===== config.mk =====
export PLATFORM = sky130hd
export DESIGN_NAME = rgb_median_ema_color_classifier_core
export DESIGN_NICKNAME = d
export VERILOG_FILES = /design/src/rtl/rmecc_pkg.sv /design/src/rtl/rgb_median_ema_color_classifier_core.sv
export SDC_FILE = /design/constraint.sdc
export NUM_CORES = 1
export LEC_CHECK = 0
export CAP_MARGIN = 20
export CORE_UTILIZATION = 55
export DETAILED_ROUTE_END_ITERATION = 10
export DONT_BUFFER_PORTS = 1
export PLACE_DENSITY = 0.74
export SETUP_SLACK_MARGIN = 0.15
export SLEW_MARGIN = 20
export SYNTH_ARGS = -nofsm -noshare
export SYNTH_HDL_FRONTEND = slang
export SYNTH_SLANG_ARGS = --single-unit

===== constraint.sdc =====
create_clock -name aclk -period 12.9 [get_ports aclk]
set_input_delay 2.58 -clock aclk [delete_from_list [all_inputs] [get_ports aclk]]
set_output_delay 2.58 -clock aclk [all_outputs]
set_load 0.01 [all_outputs]

===== src/rtl/rmecc_pkg.sv =====
// ============================================================================
// rmecc_pkg - shared types and constants of the RGB colour classifier
// Word formats, register indexes, colour codes, grades and sequencer states.
// ============================================================================
package rmecc_pkg;

    // Sample and filter widths
    localparam int SAMPLE_BITS = 10;
    localparam int ALPHA_BITS  = 9;
    localparam int ALPHA_FRAC  = 8;
    localparam int THRESH_BITS = 10;
    localparam int CODE_BITS   = 4;
    localparam int ACC_BITS    = ALPHA_BITS + SAMPLE_BITS + 1;

    localparam logic [ALPHA_BITS-1:0] ALPHA_ONE = ALPHA_BITS'(256);

    // Configuration port
    localparam int APB_ADDR_BITS = 4;
    localparam int APB_DATA_BITS = 32;
    localparam int REG_IDX_BITS  = APB_ADDR_BITS - 2;

    localparam logic [REG_IDX_BITS-1:0] REG_ALPHA     = 2'd0;
    localparam logic [REG_IDX_BITS-1:0] REG_LOW_THR   = 2'd1;
    localparam logic [REG_IDX_BITS-1:0] REG_HIGH_THR  = 2'd2;

    localparam logic [ALPHA_BITS-1:0]  ALPHA_RESET    = 9'd128;
    localparam logic [THRESH_BITS-1:0] LOW_THR_RESET  = 10'd256;
    localparam logic [THRESH_BITS-1:0] HIGH_THR_RESET = 10'd768;

    // Colour codes
    localparam logic [CODE_BITS-1:0] COLOR_WHITE   = 4'd0;
    localparam logic [CODE_BITS-1:0] COLOR_BLACK   = 4'd1;
    localparam logic [CODE_BITS-1:0] COLOR_BLUE    = 4'd2;
    localparam logic [CODE_BITS-1:0] COLOR_RED     = 4'd3;
    localparam logic [CODE_BITS-1:0] COLOR_GREEN   = 4'd4;
    localparam logic [CODE_BITS-1:0] COLOR_YELLOW  = 4'd5;
    localparam logic [CODE_BITS-1:0] COLOR_MAGENTA = 4'd6;
    localparam logic [CODE_BITS-1:0] COLOR_CYAN    = 4'd7;
    localparam logic [CODE_BITS-1:0] COLOR_UNKNOWN = 4'd8;

    // Channel indexes of the sequencer
    localparam logic [1:0] CH_RED   = 2'd0;
    localparam logic [1:0] CH_GREEN = 2'd1;
    localparam logic [1:0] CH_BLUE  = 2'd2;

    typedef enum logic [1:0] {
        GRADE_LOW,
        GRADE_MED,
        GRADE_HIGH
    } grade_t;

    typedef enum logic [2:0] {
        ST_IDLE,
        ST_LOAD,
        ST_RANK,
        ST_MUL_NEW,
        ST_MUL_OLD,
        ST_STORE,
        ST_EMIT
    } ctrl_state_t;

    typedef struct packed {
        logic [SAMPLE_BITS-1:0] red_sample;
        logic [SAMPLE_BITS-1:0] green_sample;
        logic [SAMPLE_BITS-1:0] blue_sample;
    } sample_word_t;

    typedef struct packed {
        logic [CODE_BITS-1:0]   color_code;
        logic [SAMPLE_BITS-1:0] filtered_red;
        logic [SAMPLE_BITS-1:0] filtered_green;
        logic [SAMPLE_BITS-1:0] filtered_blue;
    } result_word_t;

    // Grade one filtered value; the low test wins when the thresholds cross
    function automatic grade_t grade_of(
        input logic [SAMPLE_BITS-1:0] v,
        input logic [THRESH_BITS-1:0] lo,
        input logic [THRESH_BITS-1:0] hi
    );
        grade_t g;
        priority if (v < lo) begin
            g = GRADE_LOW;
        end else if (v > hi) begin
            g = GRADE_HIGH;
        end else begin
            g = GRADE_MED;
        end
        return g;
    endfunction

    // Map the three grades to a colour code
    function automatic logic [CODE_BITS-1:0] classify(
        input grade_t r,
        input grade_t g,
        input grade_t b
    );
        logic [CODE_BITS-1:0] code;
        priority if (r == GRADE_HIGH && g == GRADE_HIGH && b == GRADE_HIGH) begin
            code = COLOR_WHITE;
        end else if (r == GRADE_LOW && g == GRADE_LOW && b == GRADE_LOW) begin
            code = COLOR_BLACK;
        end else if (r == GRADE_LOW && g == GRADE_LOW && b == GRADE_HIGH) begin
            code = COLOR_BLUE;
        end else if (r == GRADE_HIGH && g == GRADE_LOW && b == GRADE_LOW) begin
            code = COLOR_RED;
        end else if (r == GRADE_LOW && g == GRADE_HIGH && b == GRADE_LOW) begin
            code = COLOR_GREEN;
        end else if (r == GRADE_HIGH && g == GRADE_HIGH && b == GRADE_LOW) begin
            code = COLOR_YELLOW;
        end else if (r == GRADE_HIGH && g == GRADE_LOW && b == GRADE_HIGH) begin
            code = COLOR_MAGENTA;
        end else if (r == GRADE_LOW && g == GRADE_HIGH && b == GRADE_HIGH) begin
            code = COLOR_CYAN;
        end else begin
            code = COLOR_UNKNOWN;
        end
        return code;
    endfunction

endpackage


===== src/rtl/rgb_median_ema_color_classifier_core.sv =====
// ============================================================================
// rgb_median_ema_color_classifier_core - median, smoothing and colour grading
// Collects a window of RGB samples, takes each channel's median with a shared
// rank unit, smooths it with an exponential filter on a shared multiplier and
// grades the three filtered values into a colour code.
// ============================================================================
//
//  channel   ports                          word            direction
//  -------   -----------------------------  --------------  ---------
//  sample    s_valid / s_ready / s_data     sample_word_t   in
//  result    m_valid / m_ready / m_data     result_word_t   out
//  config    psel penable pwrite paddr ...  32-bit APB      in / out
//
//  A sample that does not complete the window is taken while the core is idle.
//  The sample that completes it starts a run that ends when the result
//  word is loaded: per channel one load, one rank step per window entry
//  on the shared comparator row, two passes of the shared multiplier and
//  one store. s_ready stays low during that run.
//  A result word waits in the output register; the run stalls at its end
//  only if the previous word has not been taken.
//  Reset (aresetn low, synchronous) empties the window and clears the
//  filter history and registers to their defaults; no clearing pass.
//
module rgb_median_ema_color_classifier_core #(
    parameter int WINDOW_SIZE = 5
) (
    input  logic                                    aclk,
    input  logic                                    aresetn,
    // sample channel
    input  logic                                    s_valid,
    output logic                                    s_ready,
    input  rmecc_pkg::sample_word_t                 s_data,
    // result channel
    output logic                                    m_valid,
    input  logic                                    m_ready,
    output rmecc_pkg::result_word_t                 m_data,
    // configuration port
    input  logic                                    psel,
    input  logic                                    penable,
    input  logic                                    pwrite,
    input  logic [rmecc_pkg::APB_ADDR_BITS-1:0]     paddr,
    input  logic [rmecc_pkg::APB_DATA_BITS-1:0]     pwdata,
    output logic [rmecc_pkg::APB_DATA_BITS-1:0]     prdata,
    output logic                                    pready
);
    import rmecc_pkg::*;

    localparam int FILL_W = (WINDOW_SIZE > 1) ? $clog2(WINDOW_SIZE) : 1;
    localparam int CNT_W  = $clog2(WINDOW_SIZE + 1);
    localparam int K_LO   = (WINDOW_SIZE - 1) / 2;
    localparam int K_HI   = WINDOW_SIZE / 2;
    localparam logic [FILL_W-1:0] LAST_SLOT = FILL_W'(WINDOW_SIZE - 1);

    // ------------------------------------------------------------------
    // Configuration registers
    // ------------------------------------------------------------------
    logic [ALPHA_BITS-1:0]   alpha_reg;
    logic [THRESH_BITS-1:0]  low_thr_reg;
    logic [THRESH_BITS-1:0]  high_thr_reg;
    logic [REG_IDX_BITS-1:0] cfg_idx;
    logic                    cfg_write;

    assign pready    = 1'b1;
    assign cfg_idx   = paddr[APB_ADDR_BITS-1:2];
    assign cfg_write = psel && penable && pwrite;

    // Write a register on the access cycle; ignore unmapped addresses
    always_ff @(posedge aclk) begin
        if (!aresetn) begin
            alpha_reg    <= ALPHA_RESET;
            low_thr_reg  <= LOW_THR_RESET;
            high_thr_reg <= HIGH_THR_RESET;
        end else if (cfg_write) begin
            unique case (cfg_idx)
                REG_ALPHA:    alpha_reg    <= pwdata[ALPHA_BITS-1:0];
                REG_LOW_THR:  low_thr_reg  <= pwdata[THRESH_BITS-1:0];
                REG_HIGH_THR: high_thr_reg <= pwdata[THRESH_BITS-1:0];
                default: ;
            endcase
        end
    end

    // Return the addressed register
    always_comb begin
        unique case (cfg_idx)
            REG_ALPHA:    prdata = APB_DATA_BITS'(alpha_reg);
            REG_LOW_THR:  prdata = APB_DATA_BITS'(low_thr_reg);
            REG_HIGH_THR: prdata = APB_DATA_BITS'(high_thr_reg);
            default:      prdata = '0;
        endcase
    end

    // ------------------------------------------------------------------
    // Control and datapath state
    // ------------------------------------------------------------------
    ctrl_state_t            state_reg, state_next;
    logic [FILL_W-1:0]      fill_reg, fill_next;
    logic [FILL_W-1:0]      idx_reg, idx_next;
    logic [1:0]             ch_reg, ch_next;
    logic                   m_valid_reg, m_valid_next;

    logic [SAMPLE_BITS-1:0] win_red_reg   [WINDOW_SIZE];
    logic [SAMPLE_BITS-1:0] win_green_reg [WINDOW_SIZE];
    logic [SAMPLE_BITS-1:0] win_blue_reg  [WINDOW_SIZE];
    logic [SAMPLE_BITS-1:0] work_reg      [WINDOW_SIZE];
    logic [SAMPLE_BITS-1:0] med_lo_reg;
    logic [SAMPLE_BITS-1:0] med_hi_reg;
    logic [ACC_BITS-1:0]    acc_reg;
    logic [SAMPLE_BITS-1:0] prev_reg [3];
    result_word_t           res_reg;

    logic s_fire;
    logic do_load, do_rank, do_mul_new, do_mul_old, do_store, do_emit;

    assign s_fire  = s_valid && s_ready;
    assign m_valid = m_valid_reg;
    assign m_data  = res_reg;

    // Sequence the shared units: next state and strobes
    always_comb begin
        state_next   = state_reg;
        fill_next    = fill_reg;
        idx_next     = idx_reg;
        ch_next      = ch_reg;
        m_valid_next = m_valid_reg && !m_ready;
        s_ready      = 1'b0;
        do_load      = 1'b0;
        do_rank      = 1'b0;
        do_mul_new   = 1'b0;
        do_mul_old   = 1'b0;
        do_store     = 1'b0;
        do_emit      = 1'b0;
        unique case (state_reg)
            ST_IDLE: begin
                s_ready = 1'b1;
                if (s_valid) begin
                    if (fill_reg == LAST_SLOT) begin
                        fill_next  = '0;
                        ch_next    = CH_RED;
                        state_next = ST_LOAD;
                    end else begin
                        fill_next = fill_reg + 1'b1;
                    end
                end
            end
            ST_LOAD: begin
                do_load    = 1'b1;
                idx_next   = '0;
                state_next = ST_RANK;
            end
            ST_RANK: begin
                do_rank  = 1'b1;
                idx_next = idx_reg + 1'b1;
                if (idx_reg == LAST_SLOT) begin
                    state_next = ST_MUL_NEW;
                end
            end
            ST_MUL_NEW: begin
                do_mul_new = 1'b1;
                state_next = ST_MUL_OLD;
            end
            ST_MUL_OLD: begin
                do_mul_old = 1'b1;
                state_next = ST_STORE;
            end
            ST_STORE: begin
                do_store = 1'b1;
                if (ch_reg == CH_BLUE) begin
                    state_next = ST_EMIT;
                end else begin
                    ch_next    = ch_reg + 1'b1;
                    state_next = ST_LOAD;
                end
            end
            ST_EMIT: begin
                // hold until the output register is free
                if (!m_valid_reg || m_ready) begin
                    do_emit      = 1'b1;
                    m_valid_next = 1'b1;
                    state_next   = ST_IDLE;
                end
            end
            default: state_next = ST_IDLE;
        endcase
    end

    always_ff @(posedge aclk) begin
        if (!aresetn) begin
            state_reg   <= ST_IDLE;
            fill_reg    <= '0;
            idx_reg     <= '0;
            ch_reg      <= CH_RED;
            m_valid_reg <= 1'b0;
        end else begin
            state_reg   <= state_next;
            fill_reg    <= fill_next;
            idx_reg     <= idx_next;
            ch_reg      <= ch_next;
            m_valid_reg <= m_valid_next;
        end
    end

    // ------------------------------------------------------------------
    // Rank unit: candidate at the head of the work line against all entries
    // ------------------------------------------------------------------
    logic [CNT_W-1:0] lt_cnt, le_cnt;

    always_comb begin
        lt_cnt = '0;
        le_cnt = '0;
        for (int j = 0; j < WINDOW_SIZE; j++) begin
            lt_cnt = lt_cnt + CNT_W'(work_reg[j] <  work_reg[0]);
            le_cnt = le_cnt + CNT_W'(work_reg[j] <= work_reg[0]);
        end
    end

    // ------------------------------------------------------------------
    // Shared multiplier and filter arithmetic
    // ------------------------------------------------------------------
    logic [ALPHA_BITS-1:0]             alpha_sat;
    logic [SAMPLE_BITS:0]              med_sum;
    logic [ALPHA_BITS-1:0]             mul_a;
    logic [SAMPLE_BITS-1:0]            mul_b;
    logic [ALPHA_BITS+SAMPLE_BITS-1:0] product;
    logic [SAMPLE_BITS-1:0]            filt;

    assign alpha_sat = (alpha_reg > ALPHA_ONE) ? ALPHA_ONE : alpha_reg;
    assign med_sum   = {1'b0, med_lo_reg} + {1'b0, med_hi_reg};
    assign mul_a     = do_mul_new ? alpha_sat : (ALPHA_ONE - alpha_sat);
    assign mul_b     = do_mul_new ? med_sum[SAMPLE_BITS:1] : prev_reg[ch_reg];
    assign product   = mul_a * mul_b;
    assign filt      = acc_reg[ALPHA_FRAC +: SAMPLE_BITS];

    // Grade the three filtered values for the result word
    logic [CODE_BITS-1:0] code;

    assign code = classify(grade_of(prev_reg[CH_RED],   low_thr_reg, high_thr_reg),
                           grade_of(prev_reg[CH_GREEN], low_thr_reg, high_thr_reg),
                           grade_of(prev_reg[CH_BLUE],  low_thr_reg, high_thr_reg));

    // Filter history: cleared by reset, updated at the end of each channel
    always_ff @(posedge aclk) begin
        if (!aresetn) begin
            for (int c = 0; c < 3; c++) begin
                prev_reg[c] <= '0;
            end
        end else if (do_store) begin
            prev_reg[ch_reg] <= filt;
        end
    end

    // Datapath registers: window, work line, median capture, accumulator
    always_ff @(posedge aclk) begin
        // shift the new word into the window
        if (s_fire) begin
            win_red_reg[0]   <= s_data.red_sample;
            win_green_reg[0] <= s_data.green_sample;
            win_blue_reg[0]  <= s_data.blue_sample;
            for (int j = 1; j < WINDOW_SIZE; j++) begin
                win_red_reg[j]   <= win_red_reg[j-1];
                win_green_reg[j] <= win_green_reg[j-1];
                win_blue_reg[j]  <= win_blue_reg[j-1];
            end
        end
        // copy the current channel into the work line
        if (do_load) begin
            for (int j = 0; j < WINDOW_SIZE; j++) begin
                unique case (ch_reg)
                    CH_RED:   work_reg[j] <= win_red_reg[j];
                    CH_GREEN: work_reg[j] <= win_green_reg[j];
                    CH_BLUE:  work_reg[j] <= win_blue_reg[j];
                    default:  work_reg[j] <= win_red_reg[j];
                endcase
            end
        end
        // capture the middle values and rotate the next candidate in
        if (do_rank) begin
            if (lt_cnt <= CNT_W'(K_LO) && CNT_W'(K_LO) < le_cnt) begin
                med_lo_reg <= work_reg[0];
            end
            if (lt_cnt <= CNT_W'(K_HI) && CNT_W'(K_HI) < le_cnt) begin
                med_hi_reg <= work_reg[0];
            end
            for (int j = 0; j < WINDOW_SIZE - 1; j++) begin
                work_reg[j] <= work_reg[j+1];
            end
            work_reg[WINDOW_SIZE-1] <= work_reg[0];
        end
        // weight the new median, then add the weighted history
        if (do_mul_new) begin
            acc_reg <= ACC_BITS'(product);
        end else if (do_mul_old) begin
            acc_reg <= acc_reg + ACC_BITS'(product);
        end
        // load the result word
        if (do_emit) begin
            res_reg.color_code     <= code;
            res_reg.filtered_red   <= prev_reg[CH_RED];
            res_reg.filtered_green <= prev_reg[CH_GREEN];
            res_reg.filtered_blue  <= prev_reg[CH_BLUE];
        end
    end

`ifndef ASSERT_OFF
    // A word that completes the window starts a median run
    a_window_starts_run: assert property (@(posedge aclk) disable iff (!aresetn)
        s_fire && fill_reg == LAST_SLOT |=> state_reg == ST_LOAD)
        else $error("completed window did not start a median run");

    // A pending result word is never overwritten by the next run
    a_emit_waits: assert property (@(posedge aclk) disable iff (!aresetn)
        state_reg == ST_EMIT && m_valid_reg && !m_ready
        |=> state_reg == ST_EMIT && $stable(res_reg))
        else $error("result word overwritten while still pending");

    // Colour codes stay within the defined set
    a_code_range: assert property (@(posedge aclk) disable iff (!aresetn)
        m_valid_reg |-> res_reg.color_code <= COLOR_UNKNOWN)
        else $error("colour code out of range");

    // The rank pass leaves only after visiting every window entry
    a_rank_complete: assert property (@(posedge aclk) disable iff (!aresetn)
        state_reg == ST_MUL_NEW |-> $past(idx_reg) == LAST_SLOT)
        else $error("rank pass ended early");
`endif

endmodule

# --- Word-level counts from Yosys, hierarchy flattened ---
# Memory sizes are Yosys's and may differ from the RTL's. A register that Yosys moved wholly into a read port is not among the register bits.
# Index checks and enable logic that the tools add are counted.
totals:
  reg_bits: 105
  ramBits: 230
  out_inout_bits: 69
  mem_count: 5
op_classes:
  addsub: 14
  mul: 1
  order_cmp: 19
  n_eq_ne: 20
  n_mux: 86
  n_bitwise: 20
  reduce_logical: 41
memory_table:
  columns: ["memory", "words", "width", "rd", "rd_ports_with_merged_regs", "write_ports", "line", "text"]
  rows:
  - ["win_blue_reg", 5, 10, 5, 0, 5, "rgb_median_ema_color_classifier_core.sv:104", "logic [SAMPLE_BITS-1:0] win_blue_reg [WINDOW_SIZE];"]
  - ["win_green_reg", 5, 10, 5, 0, 5, "rgb_median_ema_color_classifier_core.sv:103", "logic [SAMPLE_BITS-1:0] win_green_reg [WINDOW_SIZE];"]
  - ["win_red_reg", 5, 10, 5, 0, 5, "rgb_median_ema_color_classifier_core.sv:102", "logic [SAMPLE_BITS-1:0] win_red_reg [WINDOW_SIZE];"]
  - ["work_reg", 5, 10, 5, 0, 5, "rgb_median_ema_color_classifier_core.sv:105", "logic [SAMPLE_BITS-1:0] work_reg [WINDOW_SIZE];"]
  - ["prev_reg", 3, 10, 4, 1, 3, "rgb_median_ema_color_classifier_core.sv:109", "logic [SAMPLE_BITS-1:0] prev_reg [3];"]
op_table:
  columns: ["cell", "count"]
  rows:
  - ["10-bit two-way mux", 22]
  - ["10-bit < comparator", 8]
  - ["10-bit <= comparator", 5]
  - ["19-bit two-way mux", 2]
  - ["1-bit two-way mux", 32]
  - ["10-bit greater-than comparator", 3]
  - ["10-bit case mux with 3 select lines", 1]
  - ["2-bit two-way mux", 14]
  - ["3-bit two-way mux", 9]
  - ["3-bit case mux with 7 select lines", 1]
  - ["20-bit by 19-bit adder with 20-bit output", 1]
  - ["1-bit OR", 20]
  - ["9-bit by 10-bit multiplier with 19-bit output", 1]
  - ["9-bit two-way mux", 2]
  - ["1-bit logical AND", 17]
  - ["3-bit == test, second input constant", 5]
  - ["3-bit by 1-bit adder with 3-bit output", 4]
  - ["10-bit by 10-bit adder with 11-bit output", 1]
  - ["2-bit == test, second input constant", 5]
  - ["2-bit logical NOT", 5]
  - ["2-bit != test, second input constant", 5]
  - ["2-bit AND reduction", 5]
  - ["10-bit OR reduction", 1]
  - ["9-bit greater-than comparator, second input constant", 1]
  - ["22 further kinds", 31]

# --- Longest topological paths before layout ---
# An unclocked memory read counts as a cell.
logic_depth:
  ltp_word: 14
  ltp_mapped: 33
  depth_no_buf: 32

# --- Worst setup path after synthesis ---
# Ideal clock, no wire load.
synth_path:
  path_kind: "reg-to-reg"
  from: "register alpha_reg[0]"
  to: "register acc_reg[17] (data pin)"
  setup_time_ps: 260
  arrival_ps: 7020
  slack_ps: 5621
  path_stages_with_launch: 31
  path_buffers: 1
  period_less_slack_ps: 7279
  cell_sequence: "dfxtp_1 > nor2b_1 > clkbuf_1 > inv_1 > ha_1 > inv_1 > nand2_1 > xnor2_1 > nand2b_1 > fa_1 > inv_1 > fa_1 > inv_1 > fa_1 > fa_1 > inv_1 > ha_1 > o21a_1 > a2111oi_4 > nor3_1 > or3_4 > o31ai_4 > xnor2_1 > ha_1 > o21a_1 > o21ai_0 > a21oi_1 > nor3_1 > or4_1 > o22ai_1 > xnor2_1"
synth_between:
  elab_chain_cells: 8
synth_rtl:
  columns: ["element", "line", "text"]
  rows:
  - ["start, declared", "rgb_median_ema_color_classifier_core.sv:57", "logic [ALPHA_BITS-1:0] alpha_reg;"]
  - ["start signal, assigned", "rgb_median_ema_color_classifier_core.sv:75", "REG_ALPHA: alpha_reg <= pwdata[ALPHA_BITS-1:0];"]
  - ["9-bit greater-than comparator", "rgb_median_ema_color_classifier_core.sv:227", "assign alpha_sat = (alpha_reg > ALPHA_ONE) ? ALPHA_ONE : alpha_reg;"]
  - ["9-bit two-way mux (*)", "rgb_median_ema_color_classifier_core.sv:227", null]
  - ["9-bit subtractor", "rgb_median_ema_color_classifier_core.sv:229", "assign mul_a = do_mul_new ? alpha_sat : (ALPHA_ONE - alpha_sat);"]
  - ["9-bit two-way mux (*)", "rgb_median_ema_color_classifier_core.sv:229", null]
  - ["9-bit by 10-bit multiplier with 19-bit output (*)", "rgb_median_ema_color_classifier_core.sv:231", "assign product = mul_a * mul_b;"]
  - ["20-bit by 19-bit adder with 20-bit output", "rgb_median_ema_color_classifier_core.sv:293", "acc_reg <= acc_reg + ACC_BITS'(product);"]
  - ["19-bit two-way mux", "rgb_median_ema_color_classifier_core.sv:292", "end else if (do_mul_old) begin"]
  - ["19-bit two-way mux (*)", "rgb_median_ema_color_classifier_core.sv:290", "if (do_mul_new) begin"]
  - ["end signal, assigned", "rgb_median_ema_color_classifier_core.sv:291", "acc_reg <= ACC_BITS'(product);"]
  - ["end signal, assigned", "rgb_median_ema_color_classifier_core.sv:293", null]
  - ["end, declared", "rgb_median_ema_color_classifier_core.sv:108", "logic [ACC_BITS-1:0] acc_reg;"]
# Mark *: on every way between the ends. The rest lies on a longest branch, timed or not. The select of a mux whose other input is x is not followed.
# A chain may end at the register's enable or synchronous reset.

# --- Worst setup path in the final report ---
# Same ends and word-level chain as after synthesis.

==> results.json <==
{
  "outcome": "completed",
  "drc_errors": 0,
  "min_path_type": "flip-flop to flip-flop",
  "yosysSeqAreaShare_pct": 50.8,
  "synth_common_cells": "edfxtp_1 (302), ha_1 (165), inv_1 (155)",
  "period_minus_slack_ns": 9.02,
  "setup_violations": 0,
  "wl_per_cell_um": 20.1,
  "worstPathRequired_ns": 13.19,
  "post-route-period-util_pct": 69.9,
  "reg2reg_slack_ns": 3.88,
  "fin_nets": 1995,
  "synth.most_common_cell": "edfxtp_1",
  "diodes": 0,
  "start_util_pct": 56.2,
  "port_buffers": 0,
  "drt_iter0_drc": 1041,
  "peakVddDrop_v": 0.000141,
  "syn_inst": 1711,
  "hold_viol_final": 0,
  "synth_edf_count": 302,
  "crit_path_end_kind": "flip-flop",
  "clk_pin_slew_ns": 0.06,
  "grt_pass1_vias": 13300,
  "cts_buffers": 37,
  "synth.area.top_cells": "edfxtp_1 (46%), ha_1 (11%), fa_1 (6.0%)",
  "chipHeight_um": 191,
  "rsz0062_at_grt": "no",
  "clock_path_buffers": 3,
  "maxCapViolCount": 0,
  "drt_wl_total_um": 43800,
  "synth_area_leader_cell": "edfxtp_1",
  "place.gp.congestion": 0.946,
  "dp_hpwl_um": 31400,
  "critPathBufInv": 5,
  "routed_via_density": 6.04,
  "fmax_ghz": 0.111,
  "multi_input_area_sq_um": 8750,
  "grt_antenna_before_repair": 0,
  "die_x_um": 191,
  "grt_pass1_wl_um": 70100,
  "firstDrtPassIters": 5,
  "slowest_stage": "xnor2_1",
  "htree_levels": 2,
  "slew_headroom_pct": 27.4,
  "post_cts_buffers": 0,
  "skew_ns": 0.0231,
  "cp_top_family": "adder cells",
  "max_stage_delay_ns": 0.83,
  "layout-drive-gt1-share_pct": 6.03,
  "synthesis.area_sq_um": 19600,
  "setup-tns-final_ns": 0,
  "design_area_sq_um": 21200,
  "grt_max_degree": 97,
  "crit_type": "flip-flop to flip-flop",
  "n_fill_cell": 2669,
  "grt_usage_pct": 24.7,
  "ys_async_sr_fraction_pct": 0,
  "ys.flop_type": "edfxtp_1",
  "dieArea_sq_um": 36300,
  "cp_common_cell": "inv_1",
  "cts_resized": 0,
  "layout.cells.non_filler": 2181,
  "grt_overflow": 0,
  "row_count": 68,
  "yosysTopAreaCellShare_pct": 46.4,
  "slew_viol_final": 0,
  "yosys_warnings": 0,
  "clk_latency_ns": 0.55,
  "hold_buffers": 0,
  "area_growth_pct": 8.35,
  "crit_fanout": 10,
  "placed_cells": 2114,
  "antenna_left": 0,
  "cts_root_buf": "clkbuf_16",
  "cp-start-kind": "flip-flop",
  "cts_tree": "yes",
  "numClockSinks": 345,
  "whs_ns": 0.440,
  "ys_types": 67,
  "p_per_area_nw_per_um2": 122,
  "core_area_sq_um": 34800,
  "ys_ff_latch": 345,
  "seqCellArea_sq_um": 9930,
  "avgSynthCellArea_sq_um": 11.4,
  "ios": 142,
  "p_leak_nw": 8.62,
  "cp.arrival_ns": 9.31,
  "placed_cell_area_sq_um": 19900,
  "tightest_slew_ns": 1.09,
  "vias": 13200
}
report_power, final:
| group | internal (mW) | leakage (nW) | switching [mW] |
|---|---|---|---|
| logic | 0.0892 | 4.80 | 0.134 |
| clock network | 0.649 | 0.606 | 0.443 |
| registers | 1.25 | 3.22 | 0.0210 |
| total | 1.99 | 8.62 | 0.598 |
stage by stage:
step / total power [mW] / setup WS (ns) / util, %
2_1_floorplan: 1.47 / 5.62 / -
3_3_place_gp: 1.50 / 4.15 / 57.2
3_5_place_dp: 1.52 / 3.95 / 57.3
4_1_cts: 2.60 / 3.93 / 60.9
5_1_grt: 2.67 / 3.49 / 60.9
6_report: 2.59 / 3.88 / 60.9
placed cells by master (no fill, tap or decap), types with 9 or more instances in the layout:
master / n
nor2b_1: 15
buf_4: 13
nor3_1: 36
inv_1: 154
nand4_1: 16
clkbuf_16: 38
xnor2_1: 19
mux2i_1: 37
conb_1: 23
edfxtp_1: 302
o21a_1: 17
a211oi_1: 36
a21oi_1: 74
nand2_1: 142
and3_1: 33
o21ai_0: 80
fa_1: 59
dfxtp_1: 43
or3_1: 9
ha_1: 165
o22ai_1: 53
o31ai_1: 10
xor2_1: 10
nor2_1: 125
nand3_1: 16
nand2b_1: 28
a22o_1: 11
mux4_2: 10
a21o_1: 30
cells by family after synthesis:
kind of cell | share of synthesized area (%)
AOI/OAI and AO/OA | 12.3
xor gates and xnor gates | 1.30
adders and majority gates | 16.6
buffers and inverters | 5.10
DFF | 50.8
muxes | 3.12
other | 0.0384
and+or+nand+nor | 10.8
path summary, 6_finish.rpt:
path / start / endpoint / cells after the start
max: alpha_reg[0] / acc_reg[17] / 29
min: win_red_reg[0][27] / win_red_reg[0][37] / 0
max reg2reg: alpha_reg[0] / acc_reg[17] / 29
min reg2reg: win_red_reg[0][27] / win_red_reg[0][37] / 0
metal layers:
metal	global-route usage, %	share of wire [%]	vias to the layer above	wire length, um
met3	3.46	5.3	112	2310
met2	42.2	50	466	21700
met5	0	0	-	0
met1	31.3	41	6447	18000
li1	-	-	6153	-
met4	11.2	4.0	0	1770
layout make-up:
| cell class | instances | area share [%] |
|---|---|---|
| inverter | 155 | 2.77 |
| multi-input combinational | 1146 | 41.3 |
| timing repair buffer | 13 | 0.460 |
| clock buffer | 48 | 4.85 |
| clock inverter | 19 | 1.09 |
| sequential | 345 | 46.8 |
| tap | 455 | 2.69 |
Note: power is estimated with default switching activity, not from simulation.
